[config.mk]
export PLATFORM = sky130hd
export DESIGN_NAME = text_byte_normalizer_top_flat
export DESIGN_NICKNAME = d
export VERILOG_FILES = /design/src/hw/rtl/tbn_pkg.sv /design/src/hw/rtl/tbn_in_if.sv /design/src/hw/rtl/tbn_out_if.sv /design/src/hw/rtl/text_byte_normalizer_top.sv /design/src/flat_wrapper.sv
export SDC_FILE = /design/constraint.sdc
export NUM_CORES = 1
export LEC_CHECK = 0
export BUFFER_PORTS_ARGS = -buffer_cell sky130_fd_sc_hd__buf_2
export CAP_MARGIN = 25
export CORE_AREA = 2 2 89 91
export CTS_CLUSTER_SIZE = 16
export DETAILED_ROUTE_END_ITERATION = 7
export DIE_AREA = 0 0 91 93
export PLACE_DENSITY = 0.79
export SLEW_MARGIN = 20
export SYNTH_ARGS = -nofsm -noshare
export SYNTH_HDL_FRONTEND = slang
export SYNTH_SLANG_ARGS = --single-unit
[constraint.sdc]
create_clock -name clk -period 6.5 [get_ports clk]
set_input_delay 0 -clock clk [delete_from_list [all_inputs] [get_ports clk]]
set_output_delay 0 -clock clk [all_outputs]
set_load 0.005 [all_outputs]
[src/hw/rtl/tbn_pkg.sv]
// Package of shared types, byte constants and normalizing functions for the text byte normalizer.
`timescale 1ns / 1ps

package tbn_pkg;

	// Most result items that one input item can cause, and the widths that follow.
	localparam int MaxResults = 4;
	localparam int CountW     = $clog2(MaxResults + 1);
	localparam int IdxW       = $clog2(MaxResults);

	typedef logic [7:0] byte_t;

	// Curly-quote sequence bytes.
	localparam byte_t BYTE_LEAD   = 8'hE2;
	localparam byte_t BYTE_MID    = 8'h80;
	localparam byte_t BYTE_LSQUO  = 8'h98;
	localparam byte_t BYTE_RSQUO  = 8'h99;
	localparam byte_t BYTE_LDQUO  = 8'h9C;
	localparam byte_t BYTE_RDQUO  = 8'h9D;

	// Punctuation that is dropped.
	localparam byte_t BYTE_PERIOD = 8'h2E;
	localparam byte_t BYTE_COMMA  = 8'h2C;
	localparam byte_t BYTE_EXCL   = 8'h21;
	localparam byte_t BYTE_QUEST  = 8'h3F;
	localparam byte_t BYTE_DQUOTE = 8'h22;
	localparam byte_t BYTE_SQUOTE = 8'h27;

	// Whitespace bytes.
	localparam byte_t BYTE_SPACE  = 8'h20;
	localparam byte_t BYTE_TAB    = 8'h09;
	localparam byte_t BYTE_LF     = 8'h0A;
	localparam byte_t BYTE_VT     = 8'h0B;
	localparam byte_t BYTE_FF     = 8'h0C;
	localparam byte_t BYTE_CR     = 8'h0D;

	// Case folding.
	localparam byte_t BYTE_UPPER_A = 8'h41;
	localparam byte_t BYTE_UPPER_Z = 8'h5A;
	localparam byte_t CASE_OFFSET  = 8'h20;

	// Number of curly-quote prefix bytes held back.
	typedef logic [1:0] held_t;
	localparam held_t HELD_NONE  = 2'd0;
	localparam held_t HELD_LEAD  = 2'd1;
	localparam held_t HELD_MID   = 2'd2;

	// Result list built up while one item is handled, with the spacing state it leaves.
	typedef struct packed {
		logic                         pend;
		logic                         seen;
		logic [CountW-1:0]            n;
		logic [MaxResults-1:0][7:0]   bytes;
	} emit_t;

	function automatic logic is_space(byte_t b);
		return (b == BYTE_SPACE) || (b == BYTE_TAB) || (b == BYTE_LF) ||
			(b == BYTE_CR) || (b == BYTE_FF) || (b == BYTE_VT);
	endfunction

	function automatic logic is_drop(byte_t b);
		return (b == BYTE_PERIOD) || (b == BYTE_COMMA) || (b == BYTE_EXCL) ||
			(b == BYTE_QUEST) || (b == BYTE_DQUOTE) || (b == BYTE_SQUOTE);
	endfunction

	function automatic logic is_curly_tail(byte_t b);
		return (b == BYTE_LSQUO) || (b == BYTE_RSQUO) || (b == BYTE_LDQUO) ||
			(b == BYTE_RDQUO);
	endfunction

	// Appends one byte to the result list.
	function automatic emit_t put_byte(emit_t e, byte_t b);
		emit_t r;
		r = e;
		if (r.n < CountW'(MaxResults)) begin
			r.bytes[r.n[IdxW-1:0]] = b;
			r.n = r.n + CountW'(1);
		end
		return r;
	endfunction

	// Handles one byte that is not part of a curly-quote sequence.
	function automatic emit_t plain_byte(emit_t e, byte_t b);
		emit_t r;
		byte_t lc;
		r  = e;
		lc = ((b >= BYTE_UPPER_A) && (b <= BYTE_UPPER_Z)) ? (b + CASE_OFFSET) : b;
		if (is_drop(b)) begin
			return r;
		end
		if (is_space(b)) begin
			if (r.seen) begin
				r.pend = 1'b1;
			end
			return r;
		end
		if (r.pend) begin
			r      = put_byte(r, BYTE_SPACE);
			r.pend = 1'b0;
		end
		r      = put_byte(r, lc);
		r.seen = 1'b1;
		return r;
	endfunction

endpackage

[src/hw/rtl/tbn_in_if.sv]
// Input channel interface: one raw text byte and its last-of-text flag per item.
`timescale 1ns / 1ps

interface tbn_in_if;
	logic       valid;
	logic       ready;
	logic [7:0] in_byte;
	logic       last_of_text;

	modport source (output valid, output in_byte, output last_of_text, input ready);
	modport sink   (input valid, input in_byte, input last_of_text, output ready);
endinterface

[src/hw/rtl/tbn_out_if.sv]
// Output channel interface: one normalized byte or end marker per item.
`timescale 1ns / 1ps

interface tbn_out_if;
	logic       valid;
	logic       ready;
	logic [7:0] out_byte;
	logic       byte_present;
	logic       end_of_text;

	modport source (output valid, output out_byte, output byte_present, output end_of_text,
		input ready);
	modport sink   (input valid, input out_byte, input byte_present, input end_of_text,
		output ready);
endinterface

[src/hw/rtl/text_byte_normalizer_top.sv]
// Top level of the text byte normalizer: input register, normalizing logic and result buffer.
//
//  Channel   | Direction | Payload                                  | Handshake
//  ----------+-----------+------------------------------------------+-------------
//  text_in   | in        | in_byte[7:0], last_of_text               | valid/ready
//  text_out  | out       | out_byte[7:0], byte_present, end_of_text | valid/ready
//
// An accepted item is held in the input register, normalized there and its results (zero
// to four) are loaded into the result buffer, which drains one per cycle while text_out is
// ready. Items that cause at most one result flow at one item per cycle while text_out is
// ready; an item that causes more holds the buffer until its results drain, and the input
// stalls meanwhile. Reset clears the pipeline valid flags and the spacing and prefix state;
// no clearing pass is needed.
`timescale 1ns / 1ps

module text_byte_normalizer_top (
	input  logic     clk,
	input  logic     arst_n,
	tbn_in_if.sink   text_in,
	tbn_out_if.source text_out
);
	import tbn_pkg::*;

	// Input register.
	logic  valid_s1;
	byte_t byte_s1;
	logic  last_s1;

	// Result buffer.
	logic [MaxResults-1:0][7:0] bytes_s2;
	logic [CountW-1:0]          rem_s2;
	logic [IdxW-1:0]            idx_s2;
	logic                       marker_s2;
	logic                       end_s2;

	// Text state.
	held_t held_q;
	logic  pend_q;
	logic  seen_q;

	// Handshake and next-state logic.
	logic              s2_free;
	logic              s1_move;
	logic              in_take;
	logic              out_take;
	emit_t             step_emit;
	emit_t             fin_emit;
	held_t             step_held;
	logic              step_marker;
	logic [CountW-1:0] step_count;

	assign out_take = text_out.valid && text_out.ready;
	assign s2_free  = (rem_s2 == '0) || ((rem_s2 == CountW'(1)) && text_out.ready);
	assign s1_move  = valid_s1 && s2_free;
	assign text_in.ready = !valid_s1 || s2_free;
	assign in_take  = text_in.valid && text_in.ready;

	// Input register stage.
	always_ff @(posedge clk or negedge arst_n) begin
		if (!arst_n) begin
			valid_s1 <= 1'b0;
		end else if (text_in.ready) begin
			valid_s1 <= text_in.valid;
		end
	end

	always_ff @(posedge clk) begin
		if (in_take) begin
			byte_s1 <= text_in.in_byte;
			last_s1 <= text_in.last_of_text;
		end
	end

	// Normalize the held item: resolve the prefix, then handle the byte afresh if needed.
	always_comb begin
		step_emit      = '0;
		step_emit.pend = pend_q;
		step_emit.seen = seen_q;
		step_held      = HELD_NONE;
		case (held_q)
			HELD_LEAD: begin
				if (byte_s1 == BYTE_MID) begin
					step_held = HELD_MID;
				end else begin
					step_emit = plain_byte(step_emit, BYTE_LEAD);
					if (byte_s1 == BYTE_LEAD) begin
						step_held = HELD_LEAD;
					end else begin
						step_emit = plain_byte(step_emit, byte_s1);
					end
				end
			end
			HELD_MID: begin
				if (!is_curly_tail(byte_s1)) begin
					step_emit = plain_byte(step_emit, BYTE_LEAD);
					step_emit = plain_byte(step_emit, BYTE_MID);
					if (byte_s1 == BYTE_LEAD) begin
						step_held = HELD_LEAD;
					end else begin
						step_emit = plain_byte(step_emit, byte_s1);
					end
				end
			end
			default: begin
				if (byte_s1 == BYTE_LEAD) begin
					step_held = HELD_LEAD;
				end else begin
					step_emit = plain_byte(step_emit, byte_s1);
				end
			end
		endcase
	end

	// On the last byte, flush held prefix bytes and add an end marker if nothing came out.
	always_comb begin
		fin_emit = step_emit;
		if (last_s1) begin
			if ((step_held == HELD_LEAD) || (step_held == HELD_MID)) begin
				fin_emit = plain_byte(fin_emit, BYTE_LEAD);
			end
			if (step_held == HELD_MID) begin
				fin_emit = plain_byte(fin_emit, BYTE_MID);
			end
		end
		step_marker = last_s1 && (fin_emit.n == '0);
		step_count  = step_marker ? CountW'(1) : fin_emit.n;
	end

	// Text state advances when the held item moves into the result buffer.
	always_ff @(posedge clk or negedge arst_n) begin
		if (!arst_n) begin
			held_q <= HELD_NONE;
			pend_q <= 1'b0;
			seen_q <= 1'b0;
		end else if (s1_move) begin
			if (last_s1) begin
				held_q <= HELD_NONE;
				pend_q <= 1'b0;
				seen_q <= 1'b0;
			end else begin
				held_q <= step_held;
				pend_q <= fin_emit.pend;
				seen_q <= fin_emit.seen;
			end
		end
	end

	// Result buffer: loaded with the whole list, drained one item per handshake.
	always_ff @(posedge clk or negedge arst_n) begin
		if (!arst_n) begin
			rem_s2    <= '0;
			idx_s2    <= '0;
			marker_s2 <= 1'b0;
			end_s2    <= 1'b0;
		end else if (s2_free) begin
			rem_s2    <= s1_move ? step_count : '0;
			idx_s2    <= '0;
			marker_s2 <= s1_move && step_marker;
			end_s2    <= s1_move && last_s1;
		end else if (out_take) begin
			rem_s2 <= rem_s2 - CountW'(1);
			idx_s2 <= idx_s2 + IdxW'(1);
		end
	end

	always_ff @(posedge clk) begin
		if (s1_move) begin
			bytes_s2 <= fin_emit.bytes;
		end
	end

	// Output drive.
	assign text_out.valid        = (rem_s2 != '0);
	assign text_out.out_byte     = marker_s2 ? '0 : bytes_s2[idx_s2];
	assign text_out.byte_present = !marker_s2;
	assign text_out.end_of_text  = end_s2 && (rem_s2 == CountW'(1));

	// The buffer never holds more results than one item can cause.
	a_rem_bound: assert property (@(posedge clk) disable iff (!arst_n)
		rem_s2 <= CountW'(MaxResults))
		else $error("result buffer count out of range");

	// An empty end marker is always the final result of a text.
	a_marker_end: assert property (@(posedge clk) disable iff (!arst_n)
		(text_out.valid && !text_out.byte_present) |-> text_out.end_of_text)
		else $error("end marker without end of text");

	// A last byte leaves the text state back at its reset values.
	a_last_clears: assert property (@(posedge clk) disable iff (!arst_n)
		(s1_move && last_s1) |=> (held_q == HELD_NONE) && !pend_q && !seen_q)
		else $error("text state not cleared after last byte");

	// A space can only be pending once some byte has been emitted.
	a_pend_seen: assert property (@(posedge clk) disable iff (!arst_n)
		pend_q |-> seen_q)
		else $error("pending space before any emitted byte");

endmodule
[src/flat_wrapper.sv]
// flat-port wrapper written by rule: the top's interface ports become plain ports
module text_byte_normalizer_top_flat import tbn_pkg::*;
  (clk, arst_n, text_in_valid, text_in_in_byte, text_in_last_of_text, text_in_ready, text_out_valid, text_out_out_byte, text_out_byte_present, text_out_end_of_text, text_out_ready);
  tbn_in_if text_in_i ();
  tbn_out_if text_out_i ();
  input  logic clk;
  input  logic arst_n;
  input wire logic [$bits(text_in_i.valid)-1:0] text_in_valid;
  input wire logic [$bits(text_in_i.in_byte)-1:0] text_in_in_byte;
  input wire logic [$bits(text_in_i.last_of_text)-1:0] text_in_last_of_text;
  output wire logic [$bits(text_in_i.ready)-1:0] text_in_ready;
  output wire logic [$bits(text_out_i.valid)-1:0] text_out_valid;
  output wire logic [$bits(text_out_i.out_byte)-1:0] text_out_out_byte;
  output wire logic [$bits(text_out_i.byte_present)-1:0] text_out_byte_present;
  output wire logic [$bits(text_out_i.end_of_text)-1:0] text_out_end_of_text;
  input wire logic [$bits(text_out_i.ready)-1:0] text_out_ready;
  assign text_in_i.valid = text_in_valid;
  assign text_in_i.in_byte = text_in_in_byte;
  assign text_in_i.last_of_text = text_in_last_of_text;
  assign text_in_ready = text_in_i.ready;
  assign text_out_valid = text_out_i.valid;
  assign text_out_out_byte = text_out_i.out_byte;
  assign text_out_byte_present = text_out_i.byte_present;
  assign text_out_end_of_text = text_out_i.end_of_text;
  assign text_out_i.ready = text_out_ready;
  text_byte_normalizer_top u_core (.clk(clk), .arst_n(arst_n), .text_in(text_in_i), .text_out(text_out_i));
endmodule
==> results.cfg, run 1 <==
[logic_synthesis]
edff_count_synth = 41
post_synth_arst_share_pct = 22.6
synthesized_flop_and_latch_total = 53
synth_top_flop_cell = sky130_fd_sc_hd__edfxtp_1
netlist-cell-type-count = 85
syn_inst = 498
synth_seq_area_share_pct = 34.0
synthesis_warning_total = 0
netlist_area_mm2 = 0.00451
postSynthNetCount = 540
postSynthAreaPerCell_um2 = 9.05

[critical_path]
worstRegToRegCells = 26
critical_path.startpoint_type = register
timing.critical_path.required_ns = 6.67
worst_path_largest_cell_delay_ns = 0.61
critical_path.slowest_cell = sky130_fd_sc_hd__or4_4
cp_common_cell = sky130_fd_sc_hd__ha_1
worstSetupEndpointType = register
setup.reg_to_reg.worst_slack_ns = 0.29
criticalPathCategory = register to register
worst-endpoint-arrival_ns = 6.38
r2r-start = u_core.byte_s1[3]
crit_fanout = 9
r2r_end = u_core.bytes_s2[0]

[cells_and_area]
most_common_cell_after_layout_fill_and_taps_aside = sky130_fd_sc_hd__nand2_1
design_area_mm2 = 0.00499
post_route_cells_drive_above_1_share_pct = 17.1
nNetsFinal = 573
layout_common_cells = sky130_fd_sc_hd__nand2_1 (45), sky130_fd_sc_hd__edfxtp_1 (41), sky130_fd_sc_hd__nor2_1 (38)
final_core_utilization_pct = 66.3
flow.area_growth_from_synthesis_pct = 10.7

[clock_network]
numClockSinks = 53
clkSlewWorstSetupHoldPaths_ns = 0.11
cts_max_path_buffers = 2
cts-buffers-inserted = 5
tritoncts = yes
clock_network_latency_to_the_later_pin_of_the_worst_skew_pair_ns = 0.32
clk_root_buffer_cell = sky130_fd_sc_hd__clkbuf_8
cts_htree_levels = 2

[floorplanning]
chipWidth_um = 91
effective_utilization_at_floorplan_pct = 59.9
io_pins = 25
rows = 32
floorplan.die_area_mm2 = 0.00846
core_area_mm2 = 0.00753
die_h_um = 93

[timing]
whs_ns = 0.0712
worst_slew_margin_rel_pct = 31.1
timing_worst_slew_pin_value_ns = 1.02
period_share_pct = 95.6
finalHoldViolCount = 0
period_minus_slack_ns = 6.21
clock.fmax_ghz = 0.161
final_max_slew_viol_count = 0
worst_slack_ns = 0.285
setup_viol = 0
fin_skew_ns = 0.0108

[placement]
place_worst_setup_slack_ns = 0.296
place.detailed.hpwl_um = 9680
finalWeightedCongestion = 0.975
io_buffers = 24
detailed_place.area_mm2 = 0.00471

[global_routing]
antenna_found_initial = 0
global_route_wire_length_before_repair_um = 20000
grt_util_all_layers_pct = 30.4
largest_net_degree_at_the_start_of_global_routing = 37
gr-total-overflow = 0
via_count_of_the_first_global_routing_pass = 3819

[detailed_routing]
detail_route.wirelength_um = 12900
route.met2.wl_um = 5890
vias_per_cell = 6.62
detailed_routing_iteration_count_for_the_pre_antenna_repair_pass = 5
m1WireLength_um = 5360
top_layer_used = met4
ant_nets = 0
vias = 4201
drt_drc_violations_left = 0
route.met3.wl_um = 1220
routed_wire_length_per_instance_um = 20.4
drt-initial-drc-count = 447

[power_and_ir_drop]
p_sw_mw = 0.588
irDropWorstVdd_v = 0.000173
netSwitchingFraction_pct = 39.7
power.clock.fraction_pct = 13.8
total_power_mw = 1.48
comb_power_share_pct = 44.9
seq_power_share_pct = 41.3
power_leakage_nw = 1.98
power-per-cell-area_mw_per_mm2 = 297
internal-power_mw = 0.892

[worst_hold_path]
hold_class = primary input to async pin

[status]
outcome = finished clean

[run]
drv.max_cap_violation_count = 0
## synth_stat cells (2+ instances only)
cell	count	share of area [%]
sky130_fd_sc_hd__nand2_1	45	3.7
sky130_fd_sc_hd__edfxtp_1	41	27
sky130_fd_sc_hd__nor2_1	39	3.2
sky130_fd_sc_hd__a21oi_1	33	3.7
sky130_fd_sc_hd__inv_1	30	2.5
sky130_fd_sc_hd__ha_1	29	8.1
sky130_fd_sc_hd__o21ai_0	29	3.2
sky130_fd_sc_hd__nand3_1	19	2.1
sky130_fd_sc_hd__clkbuf_1	17	1.4
sky130_fd_sc_hd__and2_1	16	2.2
sky130_fd_sc_hd__dfrtp_1	12	6.7
sky130_fd_sc_hd__nor2b_1	11	1.5
sky130_fd_sc_hd__nor3_1	11	1.2
sky130_fd_sc_hd__a31oi_1	10	1.4
sky130_fd_sc_hd__and3_1	9	1.2
sky130_fd_sc_hd__mux4_2	8	4.0
sky130_fd_sc_hd__a211oi_1	7	1.2
sky130_fd_sc_hd__o22ai_1	7	0.97
sky130_fd_sc_hd__nand2b_1	6	0.83
sky130_fd_sc_hd__o211ai_1	6	1.0
sky130_fd_sc_hd__o31ai_1	6	1.0
sky130_fd_sc_hd__buf_6	5	1.2
sky130_fd_sc_hd__a211o_1	4	0.78
sky130_fd_sc_hd__buf_2	4	0.44
sky130_fd_sc_hd__nor4_1	4	0.56
sky130_fd_sc_hd__o21a_1	4	0.67
sky130_fd_sc_hd__or3_1	4	0.56
sky130_fd_sc_hd__a21o_1	3	0.50
sky130_fd_sc_hd__a22oi_1	3	0.50
sky130_fd_sc_hd__a32oi_1	3	0.58
sky130_fd_sc_hd__nand3b_1	3	0.50
sky130_fd_sc_hd__nand4_1	3	0.42
sky130_fd_sc_hd__o21ai_1	3	0.33
sky130_fd_sc_hd__xnor2_1	3	0.58
sky130_fd_sc_hd__a22o_1	2	0.39
sky130_fd_sc_hd__a2bb2oi_1	2	0.39
sky130_fd_sc_hd__buf_1	2	0.17
sky130_fd_sc_hd__nor3b_1	2	0.33
sky130_fd_sc_hd__nor4_2	2	0.56
sky130_fd_sc_hd__o211a_1	2	0.44
sky130_fd_sc_hd__o2bb2ai_1	2	0.39
sky130_fd_sc_hd__o41ai_1	2	0.39
sky130_fd_sc_hd__or2_2	2	0.28
sky130_fd_sc_hd__xor2_1	2	0.39
## registers in the layout, indices dropped and copies added, names as in the netlist
| signal | count |
|---|---|
| u_core.bytes_s2 | 32 |
| u_core.byte_s1 | 8 |
| u_core.rem_s2 | 3 |
| u_core.held_q | 2 |
| u_core.idx_s2 | 2 |
| u_core.end_s2 | 1 |
| u_core.last_s1 | 1 |
| u_core.marker_s2 | 1 |
| u_core.pend_q | 1 |
| u_core.seen_q | 1 |
| u_core.valid_s1 | 1 |
## routing by layer
metal	GRT usage (%)	vias up
met5	0	-
met4	11.7	0
met3	5.08	41
met2	48.8	256
met1	41.6	1984
li1	-	1920
## area by class of cell
| class | instances | area [µm²] |
|---|---|---|
| Tap cell | 102 | 128 |
| Antenna cell | 1 | 2.50 |
| Timing Repair Buffer | 54 | 375 |
| Fill cell | 629 | 2540 |
| Sequential cell | 53 | 1530 |
| Inverter | 32 | 133 |
| Clock inverter | 3 | 28.8 |
| Multi-Input combinational cell | 385 | 2720 |
| Clock buffer | 5 | 68.8 |
## power by group through the flow
stage / clock, mW / sequential [mW] / combinational, mW
6_report: 0.204 / 0.612 / 0.664
5_1_grt: 0.218 / 0.626 / 0.717
4_1_cts: 0.208 / 0.611 / 0.649
3_5_place_dp: 0 / 0.619 / 0.641
3_3_place_gp: 0 / 0.610 / 0.616
2_1_floorplan: 0 / 0.564 / 0.484
## per-stage QoR
stage / cells / TNS, ns
after detailed placement: 610 / 0
after CTS: 630 / 0
final: 635 / 0
after global placement: 610 / 0
after global routing: 634 / -0.0602
after floorplan: 498 / 0
## logic make-up after synthesis
family,Yosys count,share of synthesized area [%]
AND/OR/NAND/NOR,186,21.6
AO/OA/AOI/OAI,155,24.7
buffers and inverters,60,6.22
flip-flops,53,34.0
adder cells (fa/ha/maj),29,8.05
multiplexers,10,4.47
XOR/XNOR,5,0.972
## critical path, delay by kind of cell (launching register included)
kind | cells | cell delay (ns)
buffers and inverters | 3 | 0.39
adder cells (fa/ha/maj) | 5 | 1.45
flip-flops | 1 | 0.40
AO/OA/AOI/OAI | 10 | 2.13
AND/OR/NAND/NOR | 8 | 1.68
## repair_timing
action                                  4_1_cts  5_1_grt
endpoints found under the setup margin        0       10
buffers inserted                              0        4
resized for setup                             0        6
hold buffers                                 12        0
endpoints found under the hold margin        23        0
## how the worst max path moves through the flow
stage / start / endpoint / slack, ns / cells after the start
3_3_place_gp: u_core.byte_s1[0] / u_core.bytes_s2[3] / 0.45 / 27
6_report: u_core.byte_s1[3] / u_core.bytes_s2[0] / 0.29 / 26
4_1_cts: u_core.byte_s1[0] / u_core.bytes_s2[0] / 0.26 / 28
2_1_floorplan: u_core.byte_s1[0] / u_core.bytes_s2[3] / 0.81 / 30
5_1_grt: u_core.byte_s1[4] / u_core.bytes_s2[0] / -0.05 / 27
3_5_place_dp: u_core.byte_s1[0] / u_core.bytes_s2[0] / 0.30 / 28
(Power assumes the default switching activity.)
==> inputs of run 2 (changes only) <==
--- a/config.mk
+++ b/config.mk
@@ -6,11 +6,10 @@
 export NUM_CORES = 1
 export LEC_CHECK = 0
 export BUFFER_PORTS_ARGS = -buffer_cell sky130_fd_sc_hd__buf_2
-export CAP_MARGIN = 25
-export CORE_AREA = 2 2 89 91
+export CORE_AREA = 2 2 99 82
 export CTS_CLUSTER_SIZE = 16
 export DETAILED_ROUTE_END_ITERATION = 7
-export DIE_AREA = 0 0 91 93
+export DIE_AREA = 0 0 101 84
 export PLACE_DENSITY = 0.79
 export SLEW_MARGIN = 20
 export SYNTH_ARGS = -nofsm -noshare
==> results.cfg, run 2 (synthesized netlist as in run 1, its figures left out) <==
[critical_path]
crit_fanout = 10
critical_path.startpoint_type = register
timing.critical_path.required_ns = 6.68
cp_common_cell = sky130_fd_sc_hd__ha_1
worstSetupEndpointType = register
critical_path.slowest_cell = sky130_fd_sc_hd__or3b_1
criticalPathCategory = register to register
worstRegToRegCells = 28
worst_path_largest_cell_delay_ns = 0.51
worst-endpoint-arrival_ns = 6.40

[cells_and_area]
layout_common_cells = sky130_fd_sc_hd__nand2_1 (45), sky130_fd_sc_hd__edfxtp_1 (41), sky130_fd_sc_hd__nor2_1 (39)
layoutNonFillerInstCount = 626
antenna_cells = 0
design_area_mm2 = 0.00499
final_core_utilization_pct = 65.6
largest_regs = u_core.bytes_s2: 32 flops, u_core.byte_s1: 8 flops, u_core.rem_s2: 3 flops
nNetsFinal = 574
most_common_cell_after_layout_fill_and_taps_aside = sky130_fd_sc_hd__nand2_1
top_register = u_core.bytes_s2
largest_register_ffs = 32
post_route_cells_drive_above_1_share_pct = 17.3
fillCellCount = 626
flow.area_growth_from_synthesis_pct = 10.8

[clock_network]
clock_network_latency_to_the_later_pin_of_the_worst_skew_pair_ns = 0.33
cts-buffers-inserted = 5
numClockSinks = 53
tritoncts = yes
cts_max_path_buffers = 2
clkSlewWorstSetupHoldPaths_ns = 0.12
cts_htree_levels = 2
clk_root_buffer_cell = sky130_fd_sc_hd__clkbuf_8

[status]
violations_in_the_final_reports = negative hold slack
outcome = finished, violations left

[placement]
finalWeightedCongestion = 1.03
dp_cells = 599
io_buffers = 24
place.detailed.hpwl_um = 9150
detailed_place.area_mm2 = 0.00469
place_worst_setup_slack_ns = 0.133

[power_and_ir_drop]
total_power_mw = 1.48
internal-power_mw = 0.893
p_sw_mw = 0.583
power_leakage_nw = 1.99
comb_power_share_pct = 45.1
power.clock.fraction_pct = 13.9
irDropWorstVdd_v = 0.000201
power-per-cell-area_mw_per_mm2 = 296
netSwitchingFraction_pct = 39.5
seq_power_share_pct = 41.0

[timing]
clock.fmax_ghz = 0.161
finalHoldViolCount = 1
whs_ns = -0.00141
worst_slew_margin_rel_pct = 37.9
fin_skew_ns = 0.0222
setup_viol = 0
period_share_pct = 95.6
worst_slack_ns = 0.286
period_minus_slack_ns = 6.21
final_max_slew_viol_count = 0
timing_worst_slew_pin_value_ns = 0.919

[detailed_routing]
detail_route.wirelength_um = 12400
routed_wire_length_per_instance_um = 19.8
drt_drc_violations_left = 0
vias_per_cell = 6.69
drt-initial-drc-count = 544
ant_nets = 0
vias = 4190
detailed_routing_iteration_count_for_the_pre_antenna_repair_pass = 6

[floorplanning]
core_area_mm2 = 0.00762
die_h_um = 84
rows = 29
floorplan.die_area_mm2 = 0.00848
chipWidth_um = 101
effective_utilization_at_floorplan_pct = 59.1
io_pins = 25

[global_routing]
met2_usage_pct = 41.2
global_route_wire_length_before_repair_um = 19300
globalRouteMet1Util_pct = 45.4
antenna_found_initial = 0
gr-usage-met3_pct = 6.37
largest_net_degree_at_the_start_of_global_routing = 37
via_count_of_the_first_global_routing_pass = 3669
grt_util_all_layers_pct = 29.1
gr-total-overflow = 0
grt-busiest-layer = met1

[worst_hold_path]
hold_path_depth = 3
hold_class = primary input to register

[run]
drv.max_cap_violation_count = 0
[run 2: layer usage]
layer | vias to the layer above | part of all wire [%]
met1 | 1961 | 43
li1 | 1921 | -
met5 | - | 0
met3 | 31 | 12
met2 | 277 | 44
met4 | 0 | 1.5
[run 2: stage by stage]
| stage | setup TNS (ns) | hold slack, ns |
|---|---|---|
| 2_1_floorplan | 0 | -0.296 |
| 3_3_place_gp | 0 | -0.113 |
| 3_5_place_dp | 0 | -0.112 |
| 4_1_cts | 0 | 0.00136 |
| 5_1_grt | -0.0392 | 0.0237 |
| 6_report | 0 | -0.00141 |
[run 2: worst paths after layout]
path                                   start                  to  slack, ns
min                           text_out_ready    u_core.idx_s2[0]     -0.001
min reg2reg                    u_core.end_s2       u_core.end_s2       0.52
max reg2reg                u_core.byte_s1[6]  u_core.bytes_s2[3]       0.29
max in group asynchronous             arst_n       u_core.seen_q       6.20
max                        u_core.byte_s1[6]  u_core.bytes_s2[3]       0.29
min in group asynchronous             arst_n    u_core.marker_s2       0.09
[run 2: layout make-up]
| cell class | count | area, µm² | area share, % |
|---|---|---|---|
| Clock inverter | 3 | 26.3 | 0.526 |
| Sequential cell | 53 | 1530 | 30.7 |
| Timing Repair Buffer | 55 | 380 | 7.62 |
| Tap cell | 93 | 116 | 2.33 |
| Inverter | 32 | 133 | 2.66 |
| Multi-Input combinational cell | 385 | 2740 | 54.8 |
| Clock buffer | 5 | 68.8 | 1.38 |
[run 2: repair_timing]
item,CTS,global route
resized for setup,0,6
setup buffers,0,8
hold buffers,11,0
hold endpoints to repair,22,0
setup endpoints to repair,0,27
[run 2: power groups by stage]
stage          Sequential [mW]  Combinational, mW  Clock (mW)
2_1_floorplan            0.564              0.484           0
3_3_place_gp             0.607              0.617           0
3_5_place_dp             0.614              0.630           0
4_1_cts                  0.606              0.639       0.206
5_1_grt                  0.620              0.727       0.214
6_report                 0.605              0.666       0.205
[run 2: critical path: cells and delay by family, from the launching register on]
kind | cells | cell delay [ns]
AO/OA/AOI/OAI | 11 | 2.07
adder cells (fa/ha/maj) | 5 | 1.45
buffers and inverters | 3 | 0.39
flip-flops | 1 | 0.48
AND/OR/NAND/NOR | 9 | 1.68
